--- src/hdl/lcd_scanline_mode_sequencer_core_macros.svh ---
// Assertion macros shared by the scanline mode sequencer RTL.
`ifndef LCD_SCANLINE_MODE_SEQUENCER_CORE_MACROS_SVH
`define LCD_SCANLINE_MODE_SEQUENCER_CORE_MACROS_SVH

// Checks a property on every rising clock edge outside reset.
`define LCDSMS_ASSERT(label, prop, msg) \
    label: assert property (@(posedge clk) disable iff (!rst_n) (prop)) else $error(msg);

// Checks that an antecedent implies a consequent in the next cycle.
`define LCDSMS_ASSERT_NEXT(label, ante, cons, msg) \
    label: assert property (@(posedge clk) disable iff (!rst_n) (ante) |=> (cons)) \
        else $error(msg);

`endif

--- src/hdl/lcdsms_pkg.sv ---
// Package with types and constants of the scanline mode sequencer.
`default_nettype none

package lcdsms_pkg;

    typedef enum logic [1:0] {
        MODE_HBLANK = 2'd0,
        MODE_VBLANK = 2'd1,
        MODE_SEARCH = 2'd2,
        MODE_XFER   = 2'd3
    } lcdsms_mode_t;

    // Configuration register indexes.
    localparam logic [2:0] REG_SEARCH_DOTS   = 3'd0;
    localparam logic [2:0] REG_TRANSFER_DOTS = 3'd1;
    localparam logic [2:0] REG_LINE_DOTS     = 3'd2;
    localparam logic [2:0] REG_VBLANK_FIRST  = 3'd3;
    localparam logic [2:0] REG_FINAL_LINE    = 3'd4;

    localparam int CFG_INDEX_W = 3;
    localparam int CFG_DATA_W  = 10;

    localparam int DOT_COUNTER_BITS_DEFAULT = 10;

    localparam logic [7:0] SEARCH_DOTS_RESET   = 8'd80;
    localparam logic [8:0] TRANSFER_DOTS_RESET = 9'd172;
    localparam logic [9:0] LINE_DOTS_RESET     = 10'd456;
    localparam logic [7:0] VBLANK_FIRST_RESET  = 8'd144;
    localparam logic [7:0] FINAL_LINE_RESET    = 8'd153;

    typedef struct packed {
        logic [7:0]  search_dots;
        logic [8:0]  transfer_dots;
        logic [9:0]  line_dots;
        logic [7:0]  vblank_first_line;
        logic [7:0]  final_line;
    } lcdsms_cfg_t;

    typedef struct packed {
        logic vblank_irq;
        logic render_request;
    } lcdsms_flags_t;

endpackage

`default_nettype wire

--- src/hdl/lcd_scanline_mode_sequencer_core.sv ---
// Scanline mode sequencer for a handheld LCD controller.
//
// Each input item is one dot-clock tick carrying display_enable. The block
// steps its mode, dot counter and line number and returns one result item per
// tick: mode_out, line_out, vblank_irq and render_request.
// Both channels use valid and stall; an item moves when valid is high and
// stall is low. A result appears in the cycle after its tick is taken, from
// an output register. One tick is taken every cycle unless stalled: the state
// update is a single compare-and-increment step between the state registers
// and the output register. A new tick is refused only while a result is
// waiting and out_stall is high; results are neither dropped nor repeated
// while stalled. The configuration port writes one timing register per cycle
// through cfg_we, cfg_index and cfg_data; indexes beyond the list are ignored.
// Reset restores the default timings (80, 172, 456, 144, 153), sets the mode
// to object search at line 0 with the dot counter cleared, and empties the
// output register.
`default_nettype none

module lcd_scanline_mode_sequencer_core #(
    parameter int DOT_COUNTER_BITS = lcdsms_pkg::DOT_COUNTER_BITS_DEFAULT
) (
    input  wire                               clk,
    input  wire                               rst_n,
    input  wire                               cfg_we,
    input  wire [lcdsms_pkg::CFG_INDEX_W-1:0] cfg_index,
    input  wire [lcdsms_pkg::CFG_DATA_W-1:0]  cfg_data,
    input  wire                               in_valid,
    output logic                              in_stall,
    input  wire                               display_enable,
    output logic                              out_valid,
    input  wire                               out_stall,
    output logic [1:0]                        mode_out,
    output logic [7:0]                        line_out,
    output logic                              vblank_irq,
    output logic                              render_request
);
    import lcdsms_pkg::*;

    `include "lcd_scanline_mode_sequencer_core_macros.svh"

    lcdsms_cfg_t                 cfg_reg;
    lcdsms_mode_t                mode_reg;
    lcdsms_mode_t                mode_next;
    logic [DOT_COUNTER_BITS-1:0] dots_reg;
    logic [DOT_COUNTER_BITS-1:0] dots_next;
    logic [7:0]                  line_reg;
    logic [7:0]                  line_next;
    lcdsms_flags_t               flags_next;
    logic                        out_valid_reg;
    lcdsms_mode_t                out_mode_reg;
    logic [7:0]                  out_line_reg;
    lcdsms_flags_t               out_flags_reg;
    logic                        accept;

    assign in_stall = out_valid_reg && out_stall;
    assign accept   = in_valid && !in_stall;

    always_ff @(posedge clk or negedge rst_n)
    begin
        if (!rst_n)
        begin
            cfg_reg.search_dots       <= SEARCH_DOTS_RESET;
            cfg_reg.transfer_dots     <= TRANSFER_DOTS_RESET;
            cfg_reg.line_dots         <= LINE_DOTS_RESET;
            cfg_reg.vblank_first_line <= VBLANK_FIRST_RESET;
            cfg_reg.final_line        <= FINAL_LINE_RESET;
        end
        else if (cfg_we)
        begin
            case (cfg_index)
                REG_SEARCH_DOTS:   cfg_reg.search_dots       <= cfg_data[7:0];
                REG_TRANSFER_DOTS: cfg_reg.transfer_dots     <= cfg_data[8:0];
                REG_LINE_DOTS:     cfg_reg.line_dots         <= cfg_data[9:0];
                REG_VBLANK_FIRST:  cfg_reg.vblank_first_line <= cfg_data[7:0];
                REG_FINAL_LINE:    cfg_reg.final_line        <= cfg_data[7:0];
                default:           cfg_reg                   <= cfg_reg;
            endcase
        end
    end

    lcdsms_step #(
        .DOT_COUNTER_BITS(DOT_COUNTER_BITS)
    ) u_step (
        .display_enable(display_enable),
        .cfg           (cfg_reg),
        .mode_cur      (mode_reg),
        .dots_cur      (dots_reg),
        .line_cur      (line_reg),
        .mode_nxt      (mode_next),
        .dots_nxt      (dots_next),
        .line_nxt      (line_next),
        .flags         (flags_next)
    );

    always_ff @(posedge clk or negedge rst_n)
    begin
        if (!rst_n)
        begin
            mode_reg      <= MODE_SEARCH;
            dots_reg      <= '0;
            line_reg      <= 8'd0;
            out_valid_reg <= 1'b0;
        end
        else if (accept)
        begin
            mode_reg      <= mode_next;
            dots_reg      <= dots_next;
            line_reg      <= line_next;
            out_valid_reg <= 1'b1;
        end
        else if (!out_stall)
        begin
            out_valid_reg <= 1'b0;
        end
    end

    // Result payload loads with each taken tick and holds otherwise.
    always_ff @(posedge clk)
    begin
        if (accept)
        begin
            out_mode_reg  <= mode_next;
            out_line_reg  <= line_next;
            out_flags_reg <= flags_next;
        end
    end

    assign out_valid      = out_valid_reg;
    assign mode_out       = out_mode_reg;
    assign line_out       = out_line_reg;
    assign vblank_irq     = out_flags_reg.vblank_irq;
    assign render_request = out_flags_reg.render_request;

    `LCDSMS_ASSERT(a_irq_in_vblank,
        !(out_valid_reg && out_flags_reg.vblank_irq) || (out_mode_reg == MODE_VBLANK),
        "vblank interrupt raised outside vertical blank")
    `LCDSMS_ASSERT(a_req_in_hblank,
        !(out_valid_reg && out_flags_reg.render_request) || (out_mode_reg == MODE_HBLANK),
        "render request raised outside horizontal blank")
    `LCDSMS_ASSERT_NEXT(a_disable_clears, accept && !display_enable,
        (mode_reg == MODE_HBLANK) && (line_reg == 8'd0) && (dots_reg == '0),
        "disabled tick did not clear the sequencer state")
    `LCDSMS_ASSERT_NEXT(a_state_holds, !accept,
        $stable(mode_reg) && $stable(line_reg) && $stable(dots_reg),
        "sequencer state moved without a taken tick")

endmodule

`default_nettype wire

--- src/hdl/lcdsms_step.sv ---
// Next-state logic for one dot tick of the scanline mode sequencer.
`default_nettype none

module lcdsms_step #(
    parameter int DOT_COUNTER_BITS = lcdsms_pkg::DOT_COUNTER_BITS_DEFAULT
) (
    input  wire                               display_enable,
    input  wire lcdsms_pkg::lcdsms_cfg_t      cfg,
    input  wire lcdsms_pkg::lcdsms_mode_t     mode_cur,
    input  wire [DOT_COUNTER_BITS-1:0]        dots_cur,
    input  wire [7:0]                         line_cur,
    output lcdsms_pkg::lcdsms_mode_t          mode_nxt,
    output logic [DOT_COUNTER_BITS-1:0]       dots_nxt,
    output logic [7:0]                        line_nxt,
    output lcdsms_pkg::lcdsms_flags_t         flags
);
    import lcdsms_pkg::*;

    localparam int CMP_W = (DOT_COUNTER_BITS > 10) ? DOT_COUNTER_BITS : 10;
    localparam logic [DOT_COUNTER_BITS-1:0] DOTS_MAX = {DOT_COUNTER_BITS{1'b1}};

    logic [DOT_COUNTER_BITS-1:0] dots_inc;
    logic [CMP_W-1:0]            dots_cmp;
    logic [9:0]                  xfer_end;
    logic [7:0]                  line_inc;
    logic                        search_done;
    logic                        xfer_done;
    logic                        line_done;

    // The counter saturates so that an unreachable threshold holds the mode.
    assign dots_inc = (dots_cur == DOTS_MAX) ? dots_cur : dots_cur + 1'b1;
    assign dots_cmp = CMP_W'(dots_inc);
    assign xfer_end = {2'b00, cfg.search_dots} + {1'b0, cfg.transfer_dots};
    assign line_inc = line_cur + 8'd1;

    assign search_done = dots_cmp >= CMP_W'(cfg.search_dots);
    assign xfer_done   = dots_cmp >= CMP_W'(xfer_end);
    assign line_done   = dots_cmp >= CMP_W'(cfg.line_dots);

    always_comb
    begin
        mode_nxt = mode_cur;
        if (!display_enable)
        begin
            mode_nxt = MODE_HBLANK;
        end
        else
        begin
            case (mode_cur)
                MODE_SEARCH:
                begin
                    if (search_done)
                        mode_nxt = MODE_XFER;
                end
                MODE_XFER:
                begin
                    if (xfer_done)
                        mode_nxt = MODE_HBLANK;
                end
                MODE_HBLANK:
                begin
                    if (line_done)
                        mode_nxt = (line_inc == cfg.vblank_first_line) ? MODE_VBLANK
                                                                       : MODE_SEARCH;
                end
                MODE_VBLANK:
                begin
                    if (line_done && (line_inc > cfg.final_line))
                        mode_nxt = MODE_SEARCH;
                end
                default:
                begin
                    mode_nxt = mode_cur;
                end
            endcase
        end
    end

    always_comb
    begin
        dots_nxt             = dots_inc;
        line_nxt             = line_cur;
        flags.vblank_irq     = 1'b0;
        flags.render_request = 1'b0;
        if (!display_enable)
        begin
            dots_nxt = '0;
            line_nxt = 8'd0;
        end
        else
        begin
            case (mode_cur)
                MODE_XFER:
                begin
                    flags.render_request = xfer_done;
                end
                MODE_HBLANK:
                begin
                    if (line_done)
                    begin
                        dots_nxt         = '0;
                        line_nxt         = line_inc;
                        flags.vblank_irq = (line_inc == cfg.vblank_first_line);
                    end
                end
                MODE_VBLANK:
                begin
                    if (line_done)
                    begin
                        dots_nxt = '0;
                        line_nxt = (line_inc > cfg.final_line) ? 8'd0 : line_inc;
                    end
                end
                default:
                begin
                    dots_nxt = dots_inc;
                end
            endcase
        end
    end

endmodule

`default_nettype wire
--- config.mk ---
export PLATFORM = sky130hd
export DESIGN_NAME = lcd_scanline_mode_sequencer_core
export DESIGN_NICKNAME = d
export VERILOG_FILES = /design/src/hdl/lcdsms_pkg.sv /design/src/hdl/lcd_scanline_mode_sequencer_core.sv /design/src/hdl/lcdsms_step.sv
export VERILOG_INCLUDE_DIRS = /design/src /design/src/hdl
export SDC_FILE = /design/constraint.sdc
export NUM_CORES = 1
export LEC_CHECK = 0
export BUFFER_PORTS_ARGS = -buffer_cell sky130_fd_sc_hd__buf_4
export CORE_ASPECT_RATIO = 0.8
export CORE_MARGIN = 3
export CORE_UTILIZATION = 60
export DETAILED_ROUTE_END_ITERATION = 7
export PLACE_DENSITY = 0.75
export SLEW_MARGIN = 20
export SYNTH_ARGS = -nofsm -noshare
export SYNTH_HDL_FRONTEND = slang
export SYNTH_SLANG_ARGS = --single-unit
--- constraint.sdc ---
create_clock -name clk -period 3.6 [get_ports clk]
set_input_delay 0 -clock clk [delete_from_list [all_inputs] [get_ports clk]]
set_output_delay 0 -clock clk [all_outputs]
set_load 0.005 [all_outputs]
Word-level counts from Yosys, hierarchy flattened
Cells that the tools add are included.
- $lt $le $gt $ge: 4
- $add $sub $neg: 3
- bitwise gates (word level): 0
- reductions and logical operators: 14
- mux-type cells: 18
- equality and inequality tests: 10
- shift-type cells: 0
- multipliers: 0
- div/mod/pow operators: 0
- operators by type and width (operator ; number):
    two-way mux 10 bit ; 4
    two-way mux 8 bit ; 4
    greater-or-equal comparator 10 bit ; 2
    one-hot mux 8 bit (2 select lines) ; 1
    two-way mux 2 bit ; 6
    AND reduction 2 bit ; 6
    adder 10 x 1 -> 10 bit (second input constant) ; 1
    adder 8 x 9 -> 10 bit ; 1
    == test 10 bit (second input constant) ; 1
    greater-or-equal comparator 10 x 8 -> 1 bit ; 1
    adder 8 x 1 -> 8 bit (second input constant) ; 1
    == test 8 bit ; 1
    > comparator 8 bit ; 1
    one-hot mux 2 bit (4 select lines) ; 1
    == test 3 x 2 -> 1 bit (second input constant) ; 2
    == test 2 bit (second input constant) ; 2
    == test 3 x 1 -> 1 bit (second input constant) ; 1
    == test 3 bit (second input constant) ; 1
    logical AND 1 bit ; 3
    zero test 3 bit ; 1
    AND reduction 3 bit ; 1
    == test 2 x 1 -> 1 bit (second input constant) ; 1
    zero test 2 bit ; 1
    two-way mux 1 bit ; 2
    3 further kinds ; 3
- bits in latches: 0
- bits in writable memories: 0
- memories: 0
- output and inout port bits: 14
- bits in registers: 76
- memory bits (read-only): 0
- input bits: 19

Logic depth before layout (Yosys ltp)
Gate-level depths: netlist of run 1.
- depth after elaboration: 7
- depth in mapped cells: 16

Cells and area by module
Synthesis of run 1 repeated with hierarchy kept, for this count alone.
- cells, all modules: 410
- area total of the unflattened synthesis: 4809.6 µm²
- by module, submodules not included (module ; seq. area each (µm²) ; cells each ; times used ; area an instance (µm²)):
    lcd_scanline_mode_sequencer_core ; 1983.2 ; 152 ; 1 ; 2802.7
    lcdsms_step ; 0.0 ; 258 ; 1 ; 2006.9

Worst setup path after synthesis of run 1
No wires, ideal clock.
- path type: reg2reg
- start point: register dots_reg[0]
- end point: register out_mode_reg[0] (netlist: mode_out[0]) (data pin)
- setup slack: 543 ps
- required time: 3347 ps
- buffers on the path: 1
- arrival: 2804 ps
- period minus slack after synthesis: 3057 ps
- cell stages (with the launch flop): 13
- cells stage by stage: dfrtp_1 > ha_1 > and2_1 > buf_6 > nand4_1 > mux2_2 > ha_1 > a21o_1 > a2111o_1 > or3_1 > a41o_1 > nand2_1 > nor2_1
- longest elaborated chain between the ends: 7
- elaborated cells between the ends (all ways): 13
- those cells by class: add/sub: 1; order compare: 3; eq/ne: 1; mux: 7; reduce/logical: 1
- ends and longest elaborated chain (element ; RTL line ; source):
    start: declaration ; lcd_scanline_mode_sequencer_core.sv:44 ; logic [DOT_COUNTER_BITS-1:0] dots_reg;
    start signal: assignment ; lcd_scanline_mode_sequencer_core.sv:107 ; dots_reg <= dots_next;
    adder 10 x 1 -> 10 bit / == test 10 bit (equally long branches) ; lcdsms_step.sv:31 ; assign dots_inc = (dots_cur == DOTS_MAX) ? dots_cur : dots_cur + 1'b1;
    two-way mux 10 bit * ; lcdsms_step.sv:31 ;
    greater-or-equal comparator 10 bit ; lcdsms_step.sv:38 ; assign line_done = dots_cmp >= CMP_W'(cfg.line_dots);
    logical AND 1 bit ; lcdsms_step.sv:68 ; if (line_done && (line_inc > cfg.final_line))
    two-way mux 2 bit ; lcdsms_step.sv:68 ;
    one-hot mux 2 bit (4 select lines) * ; lcdsms_step.sv:49 ; case (mode_cur)
    two-way mux 2 bit * ; lcdsms_step.sv:43 ; if (!display_enable)
    named net mode_next[0] ; lcd_scanline_mode_sequencer_core.sv:43 ; lcdsms_mode_t mode_next;
    end signal: assignment ; lcd_scanline_mode_sequencer_core.sv:122 ; out_mode_reg <= mode_next;
    end: declaration ; lcd_scanline_mode_sequencer_core.sv:50 ; lcdsms_mode_t out_mode_reg;
The timed path passes the listed nets; every way through them passes the cells marked *.
A chain may end at the register's enable or synchronous reset.

Final worst setup path of run 1
- start point: register dots_reg[0]
- end point: register dots_reg[4]
- longest elaborated chain between the ends: 6
- elaborated cells between the ends (all ways): 7
- those cells by class: add/sub: 1; order compare: 1; eq/ne: 1; mux: 4
- ends and longest elaborated chain (element ; RTL line ; source):
    adder 10 x 1 -> 10 bit / == test 10 bit (equally long branches) ; lcdsms_step.sv:31 ;
    two-way mux 10 bit * ; lcdsms_step.sv:31 ;
    greater-or-equal comparator 10 bit ; lcdsms_step.sv:38 ;
    two-way mux 10 bit ; lcdsms_step.sv:99, lcdsms_step.sv:108 ;
    two-way mux 10 bit * ; - ;
    two-way mux 10 bit * ; lcdsms_step.sv:85 ; if (!display_enable)
Every way passes the cells marked *; elsewhere a longest branch is shown, timed or not.

==> summary.md, run 1 <==
| Metric | Value |
|---|---|
| Post-synth ARST share | 84.2% |
| Syn Inst Count | 490 |
| XOR/XNOR Fraction of Synth Area | 5.12% |
| Post-synthesis compound-gate area fraction | 15.0% |
| # IOs | 33 |
| Area of the die | 0.00906 mm^2 |
| RSZ-0062 raised after global routing | yes |
| Area growth syn-to-layout | 15.7% |
| Status | finished, final reports clean |
| Mux contribution to synthesized area | 5.17% |
| Final instance area | 0.00552 mm^2 |
| DRT antenna net count | 0 |
| DP Area | 0.00510 mm^2 |
| FF+latch count, synth | 76 |
| Yosys Warn Count | 0 |
| Vias per cell | 5.69 |
| Maximum clock rate | 298 MHz |
| Average wire per standard cell | 16.4 um |
| Seq/Total Area, Yosys | 41.6% |
| Post-synth top flop | dfrtp_1 |
| GRT Total Usage | 25.5% |
| Post-route DRC violation count | 0 |
| Post-synthesis adder-cell area fraction | 12.5% |
| Pleak | 2.50 nW |
| Crit. End Element | register |
| Clk_lat worst skew | 0.36 ns |
| Starting Density | 63.0% |
| Port Buffers | 32 |
| GR Overflow Total | 0 |
| Max reg flops | 43 |
| Post-Syn Area | 0.00477 mm^2 |
| Largest area contributor in the netlist | dfrtp_1 |
| Routed via count | 3712 |
| Antenna fix cells | 0 |
| Vias in the first global route | 3826 |
| Hold Crit Class | in2reg |
| Final Cycle Share | 93.2% |
| Hold slack | 0.0140 ns |
| Worst path required time | 3.87 ns |
| Setup Crit Path Kind | reg2reg |
| Hold Path Stages | 4 |
| Setup ws final | 0.246 ns |
| Final Skew | 0.0130 ns |
| Number of enable flip-flop cells after synthesis | 12 |
| Largest family of logic cells by synthesized area | simple AND/OR/NAND/NOR gates |
| Post-place setup slack | 0.0611 ns |
| Share of the synthesized area in the top cell type | 24.7% |
| Min cycle time layout | 3.35 ns |
| Simple-Gate Fraction of Synth Area | 15.4% |
| Placer congestion estimate | 0.897 |
| # placed instances | 620 |
| CP startpoint kind | register |
| Mapped Nets | 556 |
| Initial antenna violation count | 0 |
| Largest net degree at the start of global routing | 65 |
| Floorplan Core Area | 0.00757 mm^2 |
| CTS tree | done |
| Nets | 608 |
| Reg2Reg Depth | 13 |
| Share of layout cells above drive strength 1 | 20.7% |
| Peak VDD IR | 358 uV |
| Worst path max stage delay | 0.44 ns |
| Starting DRT DRC Count | 220 |
| Worst-path clk slew | 0.09 ns |
| Slew @ Worst Pin | 0.863 ns |
| Cts bufs inserted | 9 |
| Top post-synthesis cells by area | dfrtp_1 (25%), ha_1 (12%), dfstp_2 (9.4%) |
| DP HPWL | 7790 um |
| Maxcap violations | 0 |
| Crit path max fanout | 10 |
| Clock H-tree levels | 3 |
| Non-Filler Instances | 652 |
| Top-count cell post-synth | nand2_1 |
| Avg Inst Size Synth | 9.73 um^2 |
| Min-Delay Endpoint | cfg_reg[4] |
| Die height | 85.7 um |
| Worst Path Arrival | 3.63 ns |
| # rows | 28 |
| Final setup vio count | 0 |
| Final setup TNS | 0 ns |
| Global-route wire length before repair | 18200 um |
| WL final | 10700 um |
| Relative slew slack | 42.2% |
| CP max stage cell | dfrtp_1 |
| Die width | 106 um |
| Drt pass-1 iters | 4 |
| Final Hold Vio Count | 0 |
| Pins over their slew limit | 0 |
| Most instantiated cells after synthesis | nand2_1 (66), o21ai_0 (52), dfrtp_1 (47), ha_1 (46), inv_1 (36) |
| Post-synthesis cell type count | 61 |
| R2R Path End | dots_reg[4] |
| R2r setup slk | 0.25 ns |
| Crit-path cells | ha_1, and2_1, nand2_2, nand3_1, xnor2_2, ha_1, a21oi_1, nand2_1, a31oi_2, a21o_2, nand2_2, or4_1, o21ai_0 |
| Reg-to-reg startpoint | dots_reg[0] |
| Clk root buf | clkbuf_8 |
| Clock buffer depth | 2 |
| Hold path startpoint | cfg_index[0] |
| CTS sink cnt | 76 |
| Power Density | 483 mW/mm^2 |
## cell families after synthesis
kind of cell	Yosys count
buffers and inverters	53
xor gates and xnor gates	23
DFF	76
AOI/OAI and AO/OA	118
and+or+nand+nor	151
adders and majority gates	47
muxes	22
## timing repair
item / in CTS / in global routing
setup endpoints to repair: 0 / 28
gates resized for setup: 0 / 10
buffers inserted: 0 / 1
hold endpoints to repair: 93 / 0
hold buffers: 15 / 0
## where the power goes
| part | internal, W | switching [W] |
|---|---|---|
| Clock | 0.000364 | 0.000336 |
| Combinational | 0.000394 | 0.000438 |
| Sequential | 0.00104 | 0.0000961 |
| Total | 0.00180 | 0.000869 |
## area by class of cell
cell class / count / area (um^2)
multi-input cells: 361 / 2590
repair buffers: 57 / 465
clock inverters: 4 / 55.1
clock buffers: 12 / 155
inverters: 37 / 139
fillers: 587 / 2050
flip-flops and latches: 76 / 1980
well taps: 105 / 131
## critical path, delay by kind of cell, from the launching register on
family | cells | cell delay (ns)
AOI/OAI and AO/OA | 4 | 0.76
DFF | 1 | 0.44
adders and majority gates | 2 | 0.56
and+or+nand+nor | 6 | 1.22
xor gates and xnor gates | 1 | 0.29
## cell usage in the layout, fill, tap and decap left out, types with 7 or more instances in the layout
master | netlist | layout
edfxtp_1 | 12 | 12
buf_4 | 0 | 42
nor2_1 | 18 | 17
dfrtp_1 | 47 | 47
clkbuf_8 | 1 | 11
ha_1 | 46 | 46
nand3_1 | 15 | 15
xnor2_1 | 10 | 9
nand2b_1 | 7 | 7
dfstp_2 | 17 | 17
inv_1 | 36 | 36
nand2_1 | 66 | 65
a21oi_1 | 28 | 26
mux2_2 | 21 | 21
xor2_1 | 10 | 10
dlygate4sd3_1 | 0 | 15
o21ai_0 | 52 | 52
## metal layers
layer / global-route usage (%) / up-vias / routed length, um
met5: 0 / - / 0
met4: 8.12 / 0 / 218
met3: 5.04 / 24 / 390
met2: 43.8 / 80 / 5170
met1: 33.0 / 1767 / 4910
li1: - / 1841 / -
## worst max path at each step
stage                 from  cells after the start     endpoint
3_5_place_dp   dots_reg[0]                     13  dots_reg[7]
3_3_place_gp   cfg_reg[27]                     14  mode_out[0]
4_1_cts        dots_reg[0]                     13  dots_reg[4]
5_1_grt        dots_reg[0]                     13  dots_reg[7]
2_1_floorplan  dots_reg[0]                     12  mode_out[0]
6_report       dots_reg[0]                     13  dots_reg[4]
## stage by stage
stage | util [%] | power, W
after global routing | 72.9 | 0.00285
after CTS | 72.2 | 0.00266
after global placement | 67.3 | 0.00191
after floorplan | - | 0.00173
final | 72.9 | 0.00267
after detailed placement | 67.4 | 0.00195
Note: power is estimated with default switching activity, not from simulation.
==> run 2, diff against run 1 <==
Settings changed: CAP_MARGIN from default to 15, PLACE_DENSITY 0.75 to 0.91, REMOVE_ABC_BUFFERS from default to 1.
==> summary.md, run 2 (same netlist as run 1, synthesis figures left out) <==
| Metric | Value |
|---|---|
| Starting DRT DRC Count | 242 (+10%) |
| Commonest cells after routing, fill and taps aside | nand2_1 (65), o21ai_0 (52), dfrtp_1 (47) |
| Max reg flops | 43 (unchanged) |
| Worst-path clk slew | 0.08 ns (about the same) |
| Metal2 WL | 5660 um (+9.6%) |
| Die height | 85.7 um (unchanged) |
| Placer congestion estimate | 0.946 (+5.5%) |
| Met3 wire length | 868 um (+120%) |
| Global-route wire length before repair | 18700 um (+2.2%) |
| Area growth syn-to-layout | 16.0% |
| Final setup vio count | 0 (unchanged) |
| Setup Crit Path Kind | reg2reg |
| Pleak | 2.51 nW (+0.36%) |
| Antenna fix cells | 0 (unchanged) |
| Hold Crit Class | in2reg |
| Status | finished, final reports clean |
| Post-route DRC violation count | 0 (unchanged) |
| Register area | 0.00198 mm^2 (unchanged) |
| Setup ws final | 0.134 ns (-0.112 ns) |
| CTS tree | done |
| Area of the die | 0.00906 mm^2 (unchanged) |
| Power, Total | 0.00268 W (+0.65%) |
| Maximum clock rate | 288 MHz (-3.2%) |
| Final Skew | 0.0112 ns (-0.00180 ns) |
| Cts bufs inserted | 9 (unchanged) |
| Clk root buf | clkbuf_8 |
| Reg2Reg Depth | 13 (unchanged) |
| Drt pass-1 iters | 5 (+1) |
| # IOs | 33 (unchanged) |
| Met1 Wirelength | 4650 um (-5.3%) |
| Multi-input combinational cell area | 0.00259 mm^2 (about the same) |
| Top layer in use | met4 |
| Port Buffers | 32 (unchanged) |
| Worst path required time | 3.78 ns (-0.09 ns) |
| Maxcap violations | 0 (unchanged) |
| Commonest non-fill, non-tap cell in the layout | nand2_1 |
| Power Density | 485 mW/mm^2 (+0.42%) |
| Crit path max fanout | 9 (-1) |
| Final Hold Vio Count | 0 (unchanged) |
| Floorplan Core Area | 0.00757 mm^2 (unchanged) |
| Vias in the first global route | 3979 (+4.0%) |
| Share of layout cells above drive strength 1 | 21.0% (+0.33 points) |
| Worst Path Arrival | 3.65 ns (+0.02 ns) |
| Final Cycle Share | 96.3% (+3.1 points) |
| DP Area | 0.00510 mm^2 (about the same) |
| DP HPWL | 8170 um (+4.9%) |
| Starting Density | 63.0% (unchanged) |
| WL final | 11400 um (+6.9%) |
| CTS sink cnt | 76 (unchanged) |
| Peak VDD IR | 347 uV (-3.2%) |
| # rows | 28 (unchanged) |
| DRT antenna net count | 0 (unchanged) |
| Average wire per standard cell | 17.5 um (+6.7%) |
| Util after Layout | 73.0% (+0.17 points) |
| Nets | 609 (+0.16%) |
| GR Overflow Total | 0 (unchanged) |
| Clock buffer depth | 2 (unchanged) |
| Pins over their slew limit | 0 (unchanged) |
| Slew @ Worst Pin | 0.908 ns (+0.0450 ns) |
| Post-place setup slack | 0.108 ns (+0.0473 ns) |
| Clock H-tree levels | 3 (unchanged) |
| Crit. End Element | register |
| Hold Path Stages | 5 (+1) |
| Initial antenna violation count | 0 (unchanged) |
| Final setup TNS | 0 ns (unchanged) |
| Min cycle time layout | 3.47 ns (+0.112 ns) |
| Relative slew slack | 39.2% (-3.0 points) |
| Final instance area | 0.00553 mm^2 (+0.23%) |
| Largest net degree at the start of global routing | 65 (unchanged) |
| GRT Total Usage | 25.8% (+0.24 points) |
| Clk_lat worst skew | 0.36 ns (about the same) |
| Vias per cell | 6.08 (+6.8%) |
| CP startpoint kind | register |
| Die width | 106 um (unchanged) |
| Fillers | 518 (-12%) |
| Routed via count | 3971 (+7.0%) |
[run 2: cell count changes in the layout (fill, tap and decap cells not counted), sizes merged]
cell,previous run,this run
clkbuf,12,9
clkinv,1,4
buf,42,44
inv,38,36
bufinv,1,2
clkinvlp,1,2
dlygate4sd3,15,14
[run 2: final timing paths]
check                              from  slack, ns     endpoint
max                         dots_reg[0]       0.13  line_out[5]
max reg2reg                 dots_reg[0]       0.13  line_out[5]
min                        cfg_index[0]       0.12  cfg_reg[39]
min reg2reg                 cfg_reg[23]       0.52  cfg_reg[23]
max in group asynchronous         rst_n       2.80  dots_reg[3]
min in group asynchronous         rst_n       0.28  cfg_reg[32]
[run 2: worst max-delay path: stages (launching register included)]
cell and delay, ns:
dfrtp_1 0.45, ha_1 0.27, and2_2 0.27, nor4_2 0.27, mux2i_1 0.15, ha_1 0.32
nand2_1 0.08, o21ai_0 0.35, a31oi_2 0.13, a21o_1 0.24, buf_4 0.18, nor2_4 0.22
nand3b_1 0.17, a21oi_1 0.19
[run 2: where the power goes]
group	leakage (nW)	switching, W	internal (W)	total, W
registers	0.885	0.000103	0.00104	0.00114
clock network	0.101	0.000321	0.000387	0.000707
logic	1.53	0.000435	0.000399	0.000834
[run 2: repair_timing]
action | CTS | global route
hold buffers | 14 | 0
setup buffers | 0 | 2
resized for setup | 0 | 12
endpoints found under the hold margin | 92 | 0
endpoints found under the setup margin | 0 | 24
[run 2: final cells by class]
cell class	count	area share, %
multi-input cells	361	46.8
well taps	105	2.38
clock buffers	9	2.24
flip-flops and latches	76	35.9
repair buffers	58	8.51
inverters	37	2.51
clock inverters	7	1.65
[run 2: through the flow]
step,hold WS (ns),cells
global placement,0.127,621
floorplan,-0.296,474
detailed placement,0.136,621
finish,0.122,653
global route,0.146,653
CTS,0.112,651
[run 2: per-layer routing]
layer  track usage (%)  up-vias
met2              45.1      185
li1                  -     1847
met3              6.32       40
met1              31.8     1899
met4              7.76        0
met5                 0        -
==> run 3, diff against run 2 <==
Settings changed: CORE_ASPECT_RATIO 0.8 to 0.6.
Clock period 3.6 ns to 3.9 ns, I/O delays scaled along.
==> summary.md, run 3 (same netlist as run 1, synthesis figures left out) <==
| Metric | Value |
|---|---|
| Status | finished, final reports clean |
| Slew @ Worst Pin | 0.890 ns (-0.0188 ns) |
| Global-route wire length before repair | 18900 um (+1.4%) |
| Commonest cells after routing, fill and taps aside | nand2_1 (66), o21ai_0 (52), dfrtp_1 (47) |
| CTS tree | done |
| Largest net degree at the start of global routing | 65 (unchanged) |
| Min cycle time layout | 3.69 ns (+0.224 ns) |
| Final Cycle Share | 94.6% (-1.7 points) |
| Setup Crit Path Kind | reg2reg |
| Initial antenna violation count | 0 (unchanged) |
| Average wire per standard cell | 18.0 um (+2.9%) |
| Final setup TNS | 0 ns (unchanged) |
| Commonest non-fill, non-tap cell in the layout | nand2_1 |
| Post-route DRC violation count | 0 (unchanged) |
| GRT Total Usage | 27.2% (+1.4 points) |
| Antenna fix cells | 0 (unchanged) |
| Placer congestion estimate | 0.959 (+1.4%) |
| Worst path required time | 4.10 ns (+0.32 ns) |
| Clock buffer depth | 2 (unchanged) |
| RSZ-0062 raised after global routing | no |
| Clk root buf | clkbuf_16 |
| Worst Path Arrival | 3.89 ns (+0.24 ns) |
| Share of layout cells above drive strength 1 | 18.7% (-2.2 points) |
| Pleak | 2.51 nW (-0.15%) |
| Maximum clock rate | 271 MHz (-6.1%) |
| CP startpoint kind | register |
| Final Skew | 0.00652 ns (-0.00468 ns) |
| Setup ws final | 0.210 ns (+0.0762 ns) |
| Crit path max fanout | 3 (-6) |
| Die width | 121 um (+15%) |
| Area growth syn-to-layout | 15.9% (about the same) |
| Max reg flops | 43 (unchanged) |
| Nets | 600 (-1.5%) |
| Grt met3 use | 6.83% (+0.51 points) |
| Postcts setup bufs | 0 (unchanged) |
| Peak VDD IR | 331 uV (-4.6%) |
| # IOs | 33 (unchanged) |
| Vias in the first global route | 3812 (-4.2%) |
| Maxcap violations | 0 (unchanged) |
| Clock H-tree levels | 3 (unchanged) |
| CTS sink cnt | 76 (unchanged) |
| Starting Density | 63.8% (+0.76 points) |
| Area of the die | 0.00909 mm^2 (+0.32%) |
| Hold Crit Class | in2reg |
| Routed via count | 3887 (-2.1%) |
| Fillers | 526 (+1.5%) |
| Met2 usage | 44.7% (-0.43 points) |
| Pins over their slew limit | 0 (unchanged) |
| R2r setup slk | 0.21 ns (+0.08 ns) |
| DP HPWL | 8240 um (+0.84%) |
| DRT antenna net count | 0 (unchanged) |
| GR Overflow Total | 0 (unchanged) |
| Cts bufs inserted | 9 (unchanged) |
| Power Density | 500 mW/mm^2 (+2.9%) |
| # rows | 24 (-14%) |
| Clk_lat worst skew | 0.35 ns (about the same) |
| Worst-path clk slew | 0.06 ns (-0.02 ns) |
| Starting DRT DRC Count | 482 (+99%) |
| Crit. End Element | register |
| Relative slew slack | 40.5% (+1.3 points) |
| Final Hold Vio Count | 0 (unchanged) |
| Die height | 75.0 um (-12%) |
| M1 GR Usage | 36.2% (+4.3 points) |
| Final setup vio count | 0 (unchanged) |
| Vias per cell | 6.05 (-0.59%) |
| WL final | 11600 um (+1.4%) |
| Port Buffers | 32 (unchanged) |
| Post-place setup slack | 0.268 ns (+0.160 ns) |
| Global route hottest layer | met2 |
| Drt pass-1 iters | 5 (unchanged) |
| Floorplan Core Area | 0.00748 mm^2 (-1.2%) |
==> run 3: cell count changes in the layout (fill, tap and decap cells not counted), sizes merged <==
cell / change
inv: +2
buf: -9
clkinv: -2
==> run 3: layout make-up <==
type	count	area, um^2	share of cell area (%)
clock buffers	9	225	4.08
well taps	104	130	2.36
repair buffers	49	403	7.29
multi-input cells	361	2550	46.1
inverters	37	139	2.51
flip-flops and latches	76	1980	35.9
clock inverters	7	97.6	1.77
==> run 3: through the flow <==
stage	power (W)	utilization, %	hold WS, ns	cells	area [um^2]
2_1_floorplan	0.00158	-	-0.296	474	4660
3_3_place_gp	0.00175	67.5	0.126	613	5050
3_5_place_dp	0.00181	67.5	0.139	613	5050
4_1_cts	0.00275	73.7	0.123	643	5510
5_1_grt	0.00289	73.9	0.163	643	5520
6_report	0.00276	73.9	0.130	643	5520
==> run 3: per-layer routing <==
layer  wire (um)  vias to the layer above
met1        5100                     1902
met3         861                       17
li1            -                     1824
met5           0                        -
met4         172                        0
met2        5440                      144
==> run 3: final timing paths <==
kind / from / endpoint / cells past startpoint
min in group asynchronous: rst_n / cfg_reg[27] / 2
max reg2reg: cfg_reg[27] / mode_out[0] / 14
max: cfg_reg[27] / mode_out[0] / 14
min reg2reg: cfg_reg[24] / cfg_reg[24] / 2
min: cfg_index[1] / cfg_reg[39] / 5
max in group asynchronous: rst_n / cfg_reg[36] / 2
==> run 3: timing repair <==
action / 4_1_cts / 5_1_grt
hold buffers: 14 / 0
hold endpoints to repair: 93 / 0
resized for setup: 0 / 3
endpoints found under the setup margin: 0 / 13
==> run 3: power by group <==
part	switching (W)	leakage, nW	internal, W
clock network	0.000354	0.152	0.000563
logic	0.000426	1.47	0.000363
registers	0.0000948	0.885	0.000960
==> run 3: critical path, stage by stage, from the launching register on <==
cell and delay (ns):
dfrtp_1 0.38, ha_1 0.30, a21o_1 0.18, a21oi_1 0.20, nand2b_1 0.14, a21oi_1 0.09, o211ai_1 0.27, xor2_1 0.22
ha_1 0.28, a2111oi_0 0.67, o211ai_1 0.20, nand3_1 0.20, nand2_1 0.11, o211a_1 0.16, nor2_1 0.13
